`config.mk`:
```
export PLATFORM = sky130hd
export DESIGN_NAME = hierarchical_tree_lock_table
export DESIGN_NICKNAME = d
export VERILOG_FILES = /design/src/design/htl_pkg.sv /design/src/design/htl_ram.sv /design/src/design/htl_seq.sv /design/src/design/hierarchical_tree_lock_table.sv
export SDC_FILE = /design/constraint.sdc
export NUM_CORES = 1
export LEC_CHECK = 0
export CAP_MARGIN = 20
export CORE_ASPECT_RATIO = 0.6
export CORE_MARGIN = 3
export CORE_UTILIZATION = 63
export DETAILED_ROUTE_END_ITERATION = 8
export DONT_BUFFER_PORTS = 1
export PLACE_DENSITY = 0.81
export SLEW_MARGIN = 0
export SYNTH_ARGS = -nofsm -noshare
export SYNTH_HDL_FRONTEND = slang
export SYNTH_HIERARCHICAL = 1
export SYNTH_SLANG_ARGS = --single-unit
export TNS_END_PERCENT = 1
```
`constraint.sdc`:
```
create_clock -name clk_i -period 5.3 [get_ports clk_i]
set_clock_uncertainty 0.2 [all_clocks]
set_input_delay 1.06 -clock clk_i [delete_from_list [all_inputs] [get_ports clk_i]]
set_output_delay 1.06 -clock clk_i [all_outputs]
set_load 0.02 [all_outputs]
```
`src/design/htl_pkg.sv`:
```
// shared types and codes for the hierarchical tree lock table
package htl_pkg;

  localparam int unsigned FuncW   = 2;
  localparam int unsigned IdxW    = 6;
  localparam int unsigned StatusW = 2;

  typedef enum logic [FuncW-1:0] {
    FUNC_ADD    = 2'd0,
    FUNC_LOCK   = 2'd1,
    FUNC_UNLOCK = 2'd2
  } func_e;

  typedef enum logic [StatusW-1:0] {
    ST_DONE    = 2'd0,
    ST_REFUSED = 2'd1,
    ST_FULL    = 2'd2,
    ST_BADIDX  = 2'd3
  } status_e;

  typedef enum logic [2:0] {
    S_IDLE,
    S_DECODE,
    S_NODE_CHK,
    S_UP_CHK,
    S_NODE_WR,
    S_ANC_ADJ
  } state_e;

  typedef struct packed {
    logic              done;
    status_e           status;
    logic [IdxW-1:0]   new_node;
  } result_t;

endpackage

```
`src/design/htl_ram.sv`:
```
// generic single write port ram with registered read
module htl_ram #(
  parameter int unsigned WIDTH = 8,
  parameter int unsigned DEPTH = 64
) (
  input  logic                     clk_i,
  input  logic                     we_i,
  input  logic [$clog2(DEPTH)-1:0] waddr_i,
  input  logic [WIDTH-1:0]         wdata_i,
  input  logic [$clog2(DEPTH)-1:0] raddr_i,
  output logic [WIDTH-1:0]         rdata_o
);

  logic [WIDTH-1:0] mem_q [DEPTH];
  logic [WIDTH-1:0] rdata_q;

  always_ff @(posedge clk_i) begin
    if (we_i) begin
      mem_q[waddr_i] <= wdata_i;
    end
    rdata_q <= mem_q[raddr_i];
  end

  assign rdata_o = rdata_q;

endmodule

```
`src/design/htl_seq.sv`:
```
// sequencer: add, ancestor check walk and ancestor count update walk
module htl_seq #(
  parameter int unsigned NODE_SLOTS = 64
) (
  input  logic                            clk_i,
  input  logic                            rst_ni,
  input  logic                            go_i,
  input  htl_pkg::func_e                  func_i,
  input  logic [htl_pkg::IdxW-1:0]        node_i,
  input  logic                            has_parent_i,
  input  logic [htl_pkg::IdxW-1:0]        parent_i,
  output logic                            busy_o,
  output htl_pkg::result_t                result_o,
  output logic                            ram_we_o,
  output logic [$clog2(NODE_SLOTS)-1:0]   ram_waddr_o,
  output logic [2*$clog2(NODE_SLOTS)+1:0] ram_wdata_o,
  output logic [$clog2(NODE_SLOTS)-1:0]   ram_raddr_o,
  input  logic [2*$clog2(NODE_SLOTS)+1:0] ram_rdata_i
);

  localparam int unsigned IW   = $clog2(NODE_SLOTS);
  localparam int unsigned CW   = IW;
  localparam int unsigned CNTW = $clog2(NODE_SLOTS + 1);
  localparam int unsigned WW   = 2 + CW + IW;
  localparam int unsigned XW   = (CNTW > htl_pkg::IdxW) ? CNTW : htl_pkg::IdxW;
  // word layout: lock | locked_below | parent valid | parent index
  localparam int unsigned LockB = WW - 1;
  localparam int unsigned BelTop = WW - 2;
  localparam int unsigned PvB  = IW;

  htl_pkg::state_e state_q, state_d;
  htl_pkg::func_e  func_q;
  logic [htl_pkg::IdxW-1:0] node_q, par_q;
  logic                     hasp_q;
  logic [CNTW-1:0] count_q, count_d;
  logic [WW-1:0]   cur_q, cur_d;
  logic [IW-1:0]   ptr_q, ptr_d;

  logic          rd_lock, rd_pv;
  logic [CW-1:0] rd_below, new_below;
  logic [IW-1:0] rd_par;
  logic          want;

  // shared +1 / -1 unit
  logic [CNTW-1:0] add_a, add_y;
  logic            add_dec;

  logic add_full, add_bad, node_bad, node_refuse;

  assign rd_lock  = ram_rdata_i[LockB];
  assign rd_below = ram_rdata_i[BelTop -: CW];
  assign rd_pv    = ram_rdata_i[PvB];
  assign rd_par   = ram_rdata_i[IW-1:0];
  assign want     = (func_q == htl_pkg::FUNC_LOCK);

  assign add_a   = (state_q == htl_pkg::S_ANC_ADJ) ? CNTW'(rd_below) : count_q;
  assign add_dec = (state_q == htl_pkg::S_ANC_ADJ) && !want;
  assign add_y   = add_dec ? (add_a - CNTW'(1)) : (add_a + CNTW'(1));
  // unlock never takes a count below zero
  assign new_below = (add_dec && (rd_below == '0)) ? '0 : CW'(add_y);

  assign add_full    = (count_q == CNTW'(NODE_SLOTS));
  assign add_bad     = hasp_q && (XW'(par_q) >= XW'(count_q));
  assign node_bad    = (XW'(node_q) >= XW'(count_q));
  assign node_refuse = (rd_lock == want) || (rd_below != '0);

  assign busy_o = (state_q != htl_pkg::S_IDLE);

  // next state
  always_comb begin
    state_d = state_q;
    case (state_q)
      htl_pkg::S_IDLE: begin
        if (go_i) state_d = htl_pkg::S_DECODE;
      end
      htl_pkg::S_DECODE: begin
        if ((func_q == htl_pkg::FUNC_LOCK || func_q == htl_pkg::FUNC_UNLOCK) && !node_bad) begin
          state_d = htl_pkg::S_NODE_CHK;
        end else begin
          state_d = htl_pkg::S_IDLE;
        end
      end
      htl_pkg::S_NODE_CHK: begin
        if (node_refuse) state_d = htl_pkg::S_IDLE;
        else if (rd_pv)  state_d = htl_pkg::S_UP_CHK;
        else             state_d = htl_pkg::S_NODE_WR;
      end
      htl_pkg::S_UP_CHK: begin
        if (rd_lock)     state_d = htl_pkg::S_IDLE;
        else if (!rd_pv) state_d = htl_pkg::S_NODE_WR;
      end
      htl_pkg::S_NODE_WR: begin
        if (cur_q[PvB]) state_d = htl_pkg::S_ANC_ADJ;
        else            state_d = htl_pkg::S_IDLE;
      end
      htl_pkg::S_ANC_ADJ: begin
        if (!rd_pv) state_d = htl_pkg::S_IDLE;
      end
      default: state_d = htl_pkg::S_IDLE;
    endcase
  end

  // outputs and datapath
  always_comb begin
    ram_we_o    = 1'b0;
    ram_waddr_o = '0;
    ram_wdata_o = '0;
    ram_raddr_o = ptr_q;
    result_o    = '0;
    count_d     = count_q;
    cur_d       = cur_q;
    ptr_d       = ptr_q;
    case (state_q)
      htl_pkg::S_DECODE: begin
        case (func_q)
          htl_pkg::FUNC_ADD: begin
            result_o.done = 1'b1;
            if (add_full) begin
              result_o.status = htl_pkg::ST_FULL;
            end else if (add_bad) begin
              result_o.status = htl_pkg::ST_BADIDX;
            end else begin
              ram_we_o          = 1'b1;
              ram_waddr_o       = IW'(count_q);
              ram_wdata_o       = {1'b0, {CW{1'b0}}, hasp_q,
                                   hasp_q ? IW'(par_q) : {IW{1'b0}}};
              count_d           = add_y;
              result_o.status   = htl_pkg::ST_DONE;
              result_o.new_node = htl_pkg::IdxW'(count_q);
            end
          end
          htl_pkg::FUNC_LOCK, htl_pkg::FUNC_UNLOCK: begin
            ram_raddr_o = IW'(node_q);
            if (node_bad) begin
              result_o.done   = 1'b1;
              result_o.status = htl_pkg::ST_BADIDX;
            end
          end
          default: begin
            result_o.done   = 1'b1;
            result_o.status = htl_pkg::ST_BADIDX;
          end
        endcase
      end
      htl_pkg::S_NODE_CHK: begin
        cur_d       = ram_rdata_i;
        ram_raddr_o = rd_par;
        if (node_refuse) begin
          result_o.done   = 1'b1;
          result_o.status = htl_pkg::ST_REFUSED;
        end
      end
      htl_pkg::S_UP_CHK: begin
        ram_raddr_o = rd_par;
        if (rd_lock) begin
          result_o.done   = 1'b1;
          result_o.status = htl_pkg::ST_REFUSED;
        end
      end
      htl_pkg::S_NODE_WR: begin
        ram_we_o    = 1'b1;
        ram_waddr_o = IW'(node_q);
        ram_wdata_o = {want, cur_q[LockB-1:0]};
        ram_raddr_o = cur_q[IW-1:0];
        ptr_d       = cur_q[IW-1:0];
        if (!cur_q[PvB]) begin
          result_o.done   = 1'b1;
          result_o.status = htl_pkg::ST_DONE;
        end
      end
      htl_pkg::S_ANC_ADJ: begin
        // ptr_q holds the ancestor whose word is on the read port now
        ram_we_o    = 1'b1;
        ram_waddr_o = ptr_q;
        ram_wdata_o = {rd_lock, new_below, rd_pv, rd_par};
        ram_raddr_o = rd_par;
        ptr_d       = rd_par;
        if (!rd_pv) begin
          result_o.done   = 1'b1;
          result_o.status = htl_pkg::ST_DONE;
        end
      end
      default: begin
        ram_raddr_o = ptr_q;
      end
    endcase
  end

  always_ff @(posedge clk_i or negedge rst_ni) begin
    if (!rst_ni) begin
      state_q <= htl_pkg::S_IDLE;
      count_q <= '0;
    end else begin
      state_q <= state_d;
      count_q <= count_d;
    end
  end

  always_ff @(posedge clk_i) begin
    if (go_i && (state_q == htl_pkg::S_IDLE)) begin
      func_q <= func_i;
      node_q <= node_i;
      hasp_q <= has_parent_i;
      par_q  <= parent_i;
    end
    cur_q <= cur_d;
    ptr_q <= ptr_d;
  end

endmodule

```
`src/design/hierarchical_tree_lock_table.sv`:
```
// top level of the hierarchical tree lock table
//
// channel   direction  handshake          word
// command   in         start_i / busy_o   func_i node_index_i has_parent_i parent_index_i
// result    out        done_o (1 cycle)   status_o new_node_o
//
// lock and unlock make two ancestor walks (check, then count update), with
// one node table read per step of each walk.
// busy_o is high from the accepted start until the result word is issued.
// reset empties the table at once; no clearing pass is needed.
// done_o is high for exactly one cycle per command and cannot be held off.
module hierarchical_tree_lock_table #(
  parameter int unsigned NODE_SLOTS = 64
) (
  input  logic                              clk_i,
  input  logic                              rst_ni,
  input  logic                              start_i,
  output logic                              busy_o,
  input  logic [htl_pkg::FuncW-1:0]         func_i,
  input  logic [htl_pkg::IdxW-1:0]          node_index_i,
  input  logic                              has_parent_i,
  input  logic [htl_pkg::IdxW-1:0]          parent_index_i,
  output logic                              done_o,
  output logic [htl_pkg::StatusW-1:0]       status_o,
  output logic [htl_pkg::IdxW-1:0]          new_node_o
);

  localparam int unsigned IW = $clog2(NODE_SLOTS);
  localparam int unsigned WW = 2 + 2 * IW;

  logic             seq_busy;
  logic             go;
  htl_pkg::result_t result;
  logic             ram_we;
  logic [IW-1:0]    ram_waddr, ram_raddr;
  logic [WW-1:0]    ram_wdata, ram_rdata;

  logic                        done_q;
  logic [htl_pkg::StatusW-1:0] status_q;
  logic [htl_pkg::IdxW-1:0]    new_node_q;

  assign go = start_i && !seq_busy;

  htl_seq #(
    .NODE_SLOTS (NODE_SLOTS)
  ) u_seq (
    .clk_i        (clk_i),
    .rst_ni       (rst_ni),
    .go_i         (go),
    .func_i       (htl_pkg::func_e'(func_i)),
    .node_i       (node_index_i),
    .has_parent_i (has_parent_i),
    .parent_i     (parent_index_i),
    .busy_o       (seq_busy),
    .result_o     (result),
    .ram_we_o     (ram_we),
    .ram_waddr_o  (ram_waddr),
    .ram_wdata_o  (ram_wdata),
    .ram_raddr_o  (ram_raddr),
    .ram_rdata_i  (ram_rdata)
  );

  htl_ram #(
    .WIDTH (WW),
    .DEPTH (NODE_SLOTS)
  ) u_node_ram (
    .clk_i   (clk_i),
    .we_i    (ram_we),
    .waddr_i (ram_waddr),
    .wdata_i (ram_wdata),
    .raddr_i (ram_raddr),
    .rdata_o (ram_rdata)
  );

  // result word register, separate from the sequencer so a new command can start
  always_ff @(posedge clk_i or negedge rst_ni) begin
    if (!rst_ni) begin
      done_q <= 1'b0;
    end else begin
      done_q <= result.done;
    end
  end

  always_ff @(posedge clk_i) begin
    if (result.done) begin
      status_q   <= result.status;
      new_node_q <= result.new_node;
    end
  end

  assign busy_o     = seq_busy;
  assign done_o     = done_q;
  assign status_o   = status_q;
  assign new_node_o = new_node_q;

endmodule
```
Word level (Yosys, flattened, before mapping)
Memory sizes are Yosys's and may differ from the RTL's. A register that Yosys moved wholly into a read port is not among the register bits.
Index checks and enable logic that the tools add are counted.
{"block": "word_totals", "register_bits": 53, "n_memories": 1, "latchBits": 0, "input_bits": 18, "mem_bits_ro": 0, "ram_bits": 896, "word_cells": 91}
{"block": "classes", "eq_ne": 12, "n_addsub": 2, "order_cmp": 2, "mul": 0, "n_reduce_logical": 22, "n_mux": 39, "bitwise": 2, "shift": 0, "div": 0}
{"memory": "u_node_ram.mem_q", "depth": 64, "word_bits": 14, "read_ports": 1, "rd_ports_with_merged_regs": 1, "wr": 1, "line": "htl_ram.sv:14", "source": "logic [WIDTH-1:0] mem_q [DEPTH];"}
{"operator": "one-hot mux 14 bit (3 select lines)", "n": 1}
{"operator": "2-to-1 mux 3 bit", "n": 12}
{"operator": "2-to-1 mux 6 bit", "n": 6}
{"operator": "one-hot mux 6 bit (3 select lines)", "n": 2}
{"operator": "2-to-1 mux 14 bit", "n": 2}
{"operator": "2-to-1 mux 7 bit", "n": 3}
{"operator": "one-hot mux 3 bit (6 select lines)", "n": 1}
{"operator": "one-hot mux 3 bit (5 select lines)", "n": 1}
{"operator": ">= comparator 6 x 7 -> 1 bit", "n": 2}
{"operator": "one-hot mux 6 bit (2 select lines)", "n": 1}
{"operator": "adder 7 x 1 -> 7 bit (second input constant)", "n": 1}
{"operator": "equality test 7 bit (second input constant)", "n": 1}
{"operator": "subtractor 7 x 1 -> 7 bit (second input constant)", "n": 1}
{"operator": "equality test 3 x 2 -> 1 bit (second input constant)", "n": 2}
{"operator": "equality test 3 bit (second input constant)", "n": 2}
{"operator": "logical AND 1 bit", "n": 6}
{"operator": "logical NOT 6 bit", "n": 1}
{"operator": "2-to-1 mux 2 bit", "n": 3}
{"operator": "one-hot mux 3 bit (2 select lines)", "n": 1}
{"operator": "nonzero test 6 bit", "n": 1}
{"operator": "2-to-1 mux 1 bit", "n": 5}
{"operator": "AND reduction 4 bit", "n": 1}
{"operator": "OR reduction 2 bit", "n": 2}
{"operator": "equality test 3 x 1 -> 1 bit (second input constant)", "n": 1}
{"operator": "16 further kinds", "n": 20}

Depth between registers and ports, before layout
{"block": "logic_depth", "depth_word": 8, "ltp_mapped": 15}

Hierarchy
Netlist, hierarchy kept.
{"module": "htl_ram", "cells_each": 1571, "instances": 1, "area_per_inst_um2": 34878.5}
{"module": "htl_seq", "cells_each": 304, "instances": 1, "area_per_inst_um2": 2992.9}
{"module": "hierarchical_tree_lock_table", "cells_each": 10, "instances": 1, "area_per_inst_um2": 279.0}

Worst setup path after synthesis
OpenSTA, ideal clock, no wires.
{"block": "synth_timing", "kind": "reg-to-reg", "from": "register u_seq.state_q[2]", "to": "memory u_node_ram/mem_q[0][11] (netlist name), data pin", "path_stages_with_launch": 12, "t_arrival_ps": 4051, "n_path_buf": 3, "path_slack_ps": 551, "synth_period_minus_slack_ps": 4749, "required_time_ps": 4601, "setup_ps": 499, "path_cell_list": "dfrtp_1 -> clkbuf_2 -> nand3b_4 -> clkbuf_1 -> clkbuf_1 -> mux2_2 -> ha_1 -> a41o_1 -> a21oi_1 -> xor2_1 -> a21oi_1 -> nor2_1"}
{"block": "synth_via", "elab_chain_len": 6}
{"item": "start: declaration", "line": "htl_seq.sv:31", "source": "htl_pkg::state_e state_q, state_d;"}
{"item": "start signal: assignment", "line": "htl_seq.sv:191", "source": "state_q <= htl_pkg::S_IDLE;"}
{"item": "start signal: assignment", "line": "htl_seq.sv:194", "source": "state_q <= state_d;"}
{"item": "equality test 3 bit", "line": "htl_seq.sv:56, htl_seq.sv:57, htl_seq.sv:113"}
{"item": "2-to-1 mux 7 bit", "line": "htl_seq.sv:56", "source": "assign add_a = (state_q == htl_pkg::S_ANC_ADJ) ? CNTW'(rd_below) : count_q;"}
{"item": "adder 7 x 1 -> 7 bit / subtractor 7 x 1 -> 7 bit (equally long branches)", "line": "htl_seq.sv:58", "source": "assign add_y = add_dec ? (add_a - CNTW'(1)) : (add_a + CNTW'(1));"}
{"item": "2-to-1 mux 7 bit", "line": "htl_seq.sv:58"}
{"item": "2-to-1 mux 6 bit", "line": "htl_seq.sv:60", "source": "assign new_below = (add_dec && (rd_below == '0)) ? '0 : CW'(add_y);"}
{"item": "one-hot mux 14 bit (3 select lines) (*)", "line": "htl_seq.sv:113", "source": "case (state_q)"}
{"item": "named net ram_wdata[11]", "line": "hierarchical_tree_lock_table.sv:36", "source": "logic [WW-1:0] ram_wdata, ram_rdata;"}
{"item": "end: declaration", "line": "htl_ram.sv:14"}
The timed path passes the listed nets; every way through them passes the cells marked *.

Worst setup path after layout
{"block": "layout_timing", "from": "register u_seq.func_q[1]", "to": "register u_node_ram.rdata_q[7], in the netlist u_node_ram/rdata_o[7] (read register of u_node_ram.mem_q)"}
{"block": "layout_via", "elab_chain_len": 4}
{"item": "start: declaration", "line": "htl_seq.sv:32", "source": "htl_pkg::func_e func_q;"}
{"item": "start signal: assignment", "line": "htl_seq.sv:201", "source": "func_q <= func_i;"}
{"item": "equality test 2 bit / equality test 2 x 1 -> 1 bit (equally long branches)", "line": "htl_seq.sv:115", "source": "case (func_q)"}
{"item": "OR reduction 2 bit (*)", "line": "htl_seq.sv:115"}
{"item": "2-to-1 mux 6 bit (*)", "line": "htl_seq.sv:115"}
{"item": "one-hot mux 6 bit (3 select lines) (*)", "line": "htl_seq.sv:113"}
{"item": "named net ram_raddr[1]", "line": "hierarchical_tree_lock_table.sv:35", "source": "logic [IW-1:0] ram_waddr, ram_raddr;"}
{"item": "end: declaration", "line": "htl_ram.sv:15", "source": "logic [WIDTH-1:0] rdata_q;"}
Marked as above.
A chain may end at the register's enable or synchronous reset.

==> results.sh <==
export IMPL_finalHoldViolCount=0
export IMPL_die_height_um=197
export IMPL_slew_limit_headroom=0.275
export IMPL_cts_tree="built"
export IMPL_path_clk_slew_ns=0.07
export IMPL_slowest_delay_ns=0.72
export IMPL_cp_depth=13
export IMPL_wl_um=99400
export IMPL_cp_start_kind="flip-flop"
export IMPL_total_power_mw=21.3
export IMPL_initial_core_util=0.640
export IMPL_synth_top_area_cell="edfxtp_1"
export IMPL_fin_area_um2=42600
export IMPL_crit_path_end="u_node_ram/rdata_o[7]"
export IMPL_drc=0
export IMPL_final_cell_mix="edfxtp_1 (938), mux4_2 (224), buf_4 (139)"
export IMPL_grt_max_degree=73
export IMPL_synth_ff_type="edfxtp_1"
export IMPL_antenna_found_initial=3
export IMPL_startpoint="u_seq/func_q[1]"
export IMPL_synth_top_area_share=0.738
export IMPL_place_inst=2708
export IMPL_io_pins=28
export IMPL_track_usage=0.321
export IMPL_synth_fa_ha_area_frac=0.00558
export IMPL_worstReg2RegStart="u_seq/func_q[1]"
export IMPL_setup_tns_final_ns=0
export IMPL_crit_path_top_delay_cell="o21ai_4"
export IMPL_place_ws_ns=0.570
export IMPL_fp_row_count=69
export IMPL_synthXorXnorAreaFrac=0.00138
export IMPL_power_density_nw_per_um2=501
export IMPL_cts_resized=0
export IMPL_clock_path_buffers=3
export IMPL_synth_fp_nets=1920
export IMPL_hold_buffers=1
export IMPL_ant_nets=0
export IMPL_cp_top_family="compound AO/OA/AOI/OAI gates"
export IMPL_crit_fanout=41
export IMPL_fp_coreArea_um2=59600
export IMPL_post_cts_buffers=0
export IMPL_synthSimpleGateAreaFrac=0.0335
export IMPL_max_freq_mhz=199
export IMPL_clock_sinks=963
export IMPL_synthMuxAreaShare=0.149
export IMPL_peakVddDrop_mv=0.527
export IMPL_final_setup_worst_slack_ns=0.274
export IMPL_worstSkewPairLatency_ns=0.64
export IMPL_die_w_um=324
export IMPL_worstSetupPathType="flip-flop to flip-flop"
export IMPL_gp_congestion=0.953
export IMPL_async_reset_ff_frac=0.0114
export IMPL_synth_cells=1885
export IMPL_vias_per_cell=7.25
export IMPL_nets=2047
export IMPL_cp_data_required_time_ns=5.56
export IMPL_rr_worst_depth=13
export IMPL_final_common_cell="edfxtp_1"
export IMPL_placed_area_um2=39900
export IMPL_holdWs_ns=0.298
export IMPL_dp_hpwl_um=61200
export IMPL_ys_seq_elements=963
export IMPL_synth_area_top_cells="edfxtp_1 (74%), mux4_2 (13%), nor2_1 (1.1%), mux2i_1 (0.92%), mux2_2 (0.77%)"
export IMPL_yosysSeqAreaShare=0.753
export IMPL_r2r_end="u_node_ram/rdata_o[7]"
export IMPL_drt_pass1_iterations=6
export IMPL_max_cap_violations=0
export IMPL_wl_per_cell_um=34.8
export IMPL_arrival_ns=5.29
export IMPL_htreeDepth=3
export IMPL_path_buf_inv=3
export IMPL_synth_compound_area_frac=0.0396
export IMPL_hold_path_class="flip-flop to flip-flop"
export IMPL_final_util=0.715
export IMPL_min_from="u_node_ram/rdata_o[1]"
export IMPL_portBuffers=0
export IMPL_grt_pass1_vias=20346
export IMPL_slew_viol_final=0
export IMPL_synth_warnings=6
export IMPL_drtIter0Drc=3592
export IMPL_synth_cell_type_count=64
export IMPL_synth_top_family_by_area="multiplexers"
export IMPL_clockRootBuffer="clkbuf_16"
export IMPL_grt_pass1_wl_um=144000
export IMPL_outcome="complete, no violations"
export IMPL_final_layout_size_suffix_gt1_frac=0.269
export IMPL_cellLeakagePower_nw=12.8
export IMPL_postSynthAreaPerCell_um2=20.2
export IMPL_setup_viol=0
export IMPL_syn_to_final_growth_pct=11.7
export IMPL_grt_overflow_total=0
export IMPL_fin_cells=2855
export IMPL_critPathCaptureType="flip-flop"
export IMPL_rsz0062_at_grt="false"
export IMPL_num_vias=20696
export IMPL_path_cells="inv_1, ha_1, nand2_1, nor2_1, a22oi_1, o21ai_4, buf_12, buf_12, mux4_2, nor2_1, a311oi_1, o21ai_0, o31ai_1"
export IMPL_synth_edf_count=938
export IMPL_cts_buffers=79
export IMPL_tightest_slew_ns=1.08
export IMPL_fin_crit_ns=5.03
export IMPL_die_area_um2=63600
export IMPL_fin_crit_sh=0.948
export IMPL_reg2reg_slack_ns=0.27
export IMPL_fillers=3287
export IMPL_synth_area_um2=38200
## routing by layer
metal	GRT usage	wire length, um
met5	0	11
met4	0.0879	2690
met3	0.130	17300
met2	0.447	43600
met1	0.480	35800
## worst register-to-register path, cell delays in order (launching register included)
cell and delay, ns:
edfxtp_1 0.39, inv_1 0.08, ha_1 0.37, nand2_1 0.08, nor2_1 0.49, a22oi_1 0.22
o21ai_4 0.72, buf_12 0.42, buf_12 0.32, mux4_2 0.28, nor2_1 0.06, a311oi_1 0.67
o21ai_0 0.33, o31ai_1 0.24
## cells by family (layout without fill, tap and decap cells)
family                     count (synthesis)  count (layout)
and+or+nand+nor                          267             267
adders and majority gates                 17              17
other                                      0               2
AOI/OAI and AO/OA                        225             225
DFF                                      963             963
buffers and inverters                    121             308
xor gates and xnor gates                   6               6
muxes                                    286             286
## cell type report
| class | instances | area [um^2] | share of cell area |
|---|---|---|---|
| flip-flops and latches | 963 | 28700 | 0.674 |
| multi-input cells | 801 | 8900 | 0.209 |
| clock buffers | 90 | 2020 | 0.0474 |
| repair buffers | 151 | 1270 | 0.0299 |
| well taps | 781 | 977 | 0.0229 |
| clock inverters | 51 | 642 | 0.0151 |
| inverters | 16 | 60.1 | 0.00141 |
| diodes | 2 | 5.00 | 0.000117 |
## power by group
group	leakage (nW)	internal (mW)	switching, mW	total [mW]
clock network	1.29	3.40	2.69	6.09
registers	7.99	8.60	0.233	8.83
logic	3.49	2.49	3.91	6.40
total	12.8	14.5	6.83	21.3
## sequential cells by signal, indices dropped and copies added, names as in the netlist
signal              cells
u_seq/node_q            6
u_node_ram/rdata_o     14
u_seq/func_q            2
status_o                2
done_o                  1
new_node_o              6
u_seq/ptr_q             6
u_node_ram/mem_q      896
u_seq/par_q             6
u_seq/cur_q            13
u_seq/count_q           7
u_seq/hasp_q            1
u_seq/state_q           3
## cell usage after synthesis (all sizes together), types with 3 or more instances
master  instances
mux4          224
a311oi          8
clkbuf         37
a22oi           7
and2            6
o31ai          13
a211oi         22
o21ai          43
a22o            3
nand2          50
ha             17
nand2b         28
edfxtp        938
xor2            3
dfxtp          14
a221o           3
or2             4
mux2           26
a21oi          46
nor2          108
nor2b          27
a21o           11
o22ai          14
nor3            9
nand3          14
a31oi          11
a211o           3
dfrtp          11
buf            68
nand3b          4
o21bai          9
mux2i          36
xnor2           3
inv            16
nand4           7
o221ai         18
## worst min-delay path by stage
stage,to,cells past startpoint
2_1_floorplan,u_seq/cur_q[10],0
3_3_place_gp,u_seq/cur_q[0],0
3_5_place_dp,u_seq/cur_q[7],0
4_1_cts,u_seq/cur_q[1],0
5_1_grt,u_seq/par_q[4],0
6_report,u_seq/cur_q[1],0
(Power assumes the default switching activity.)
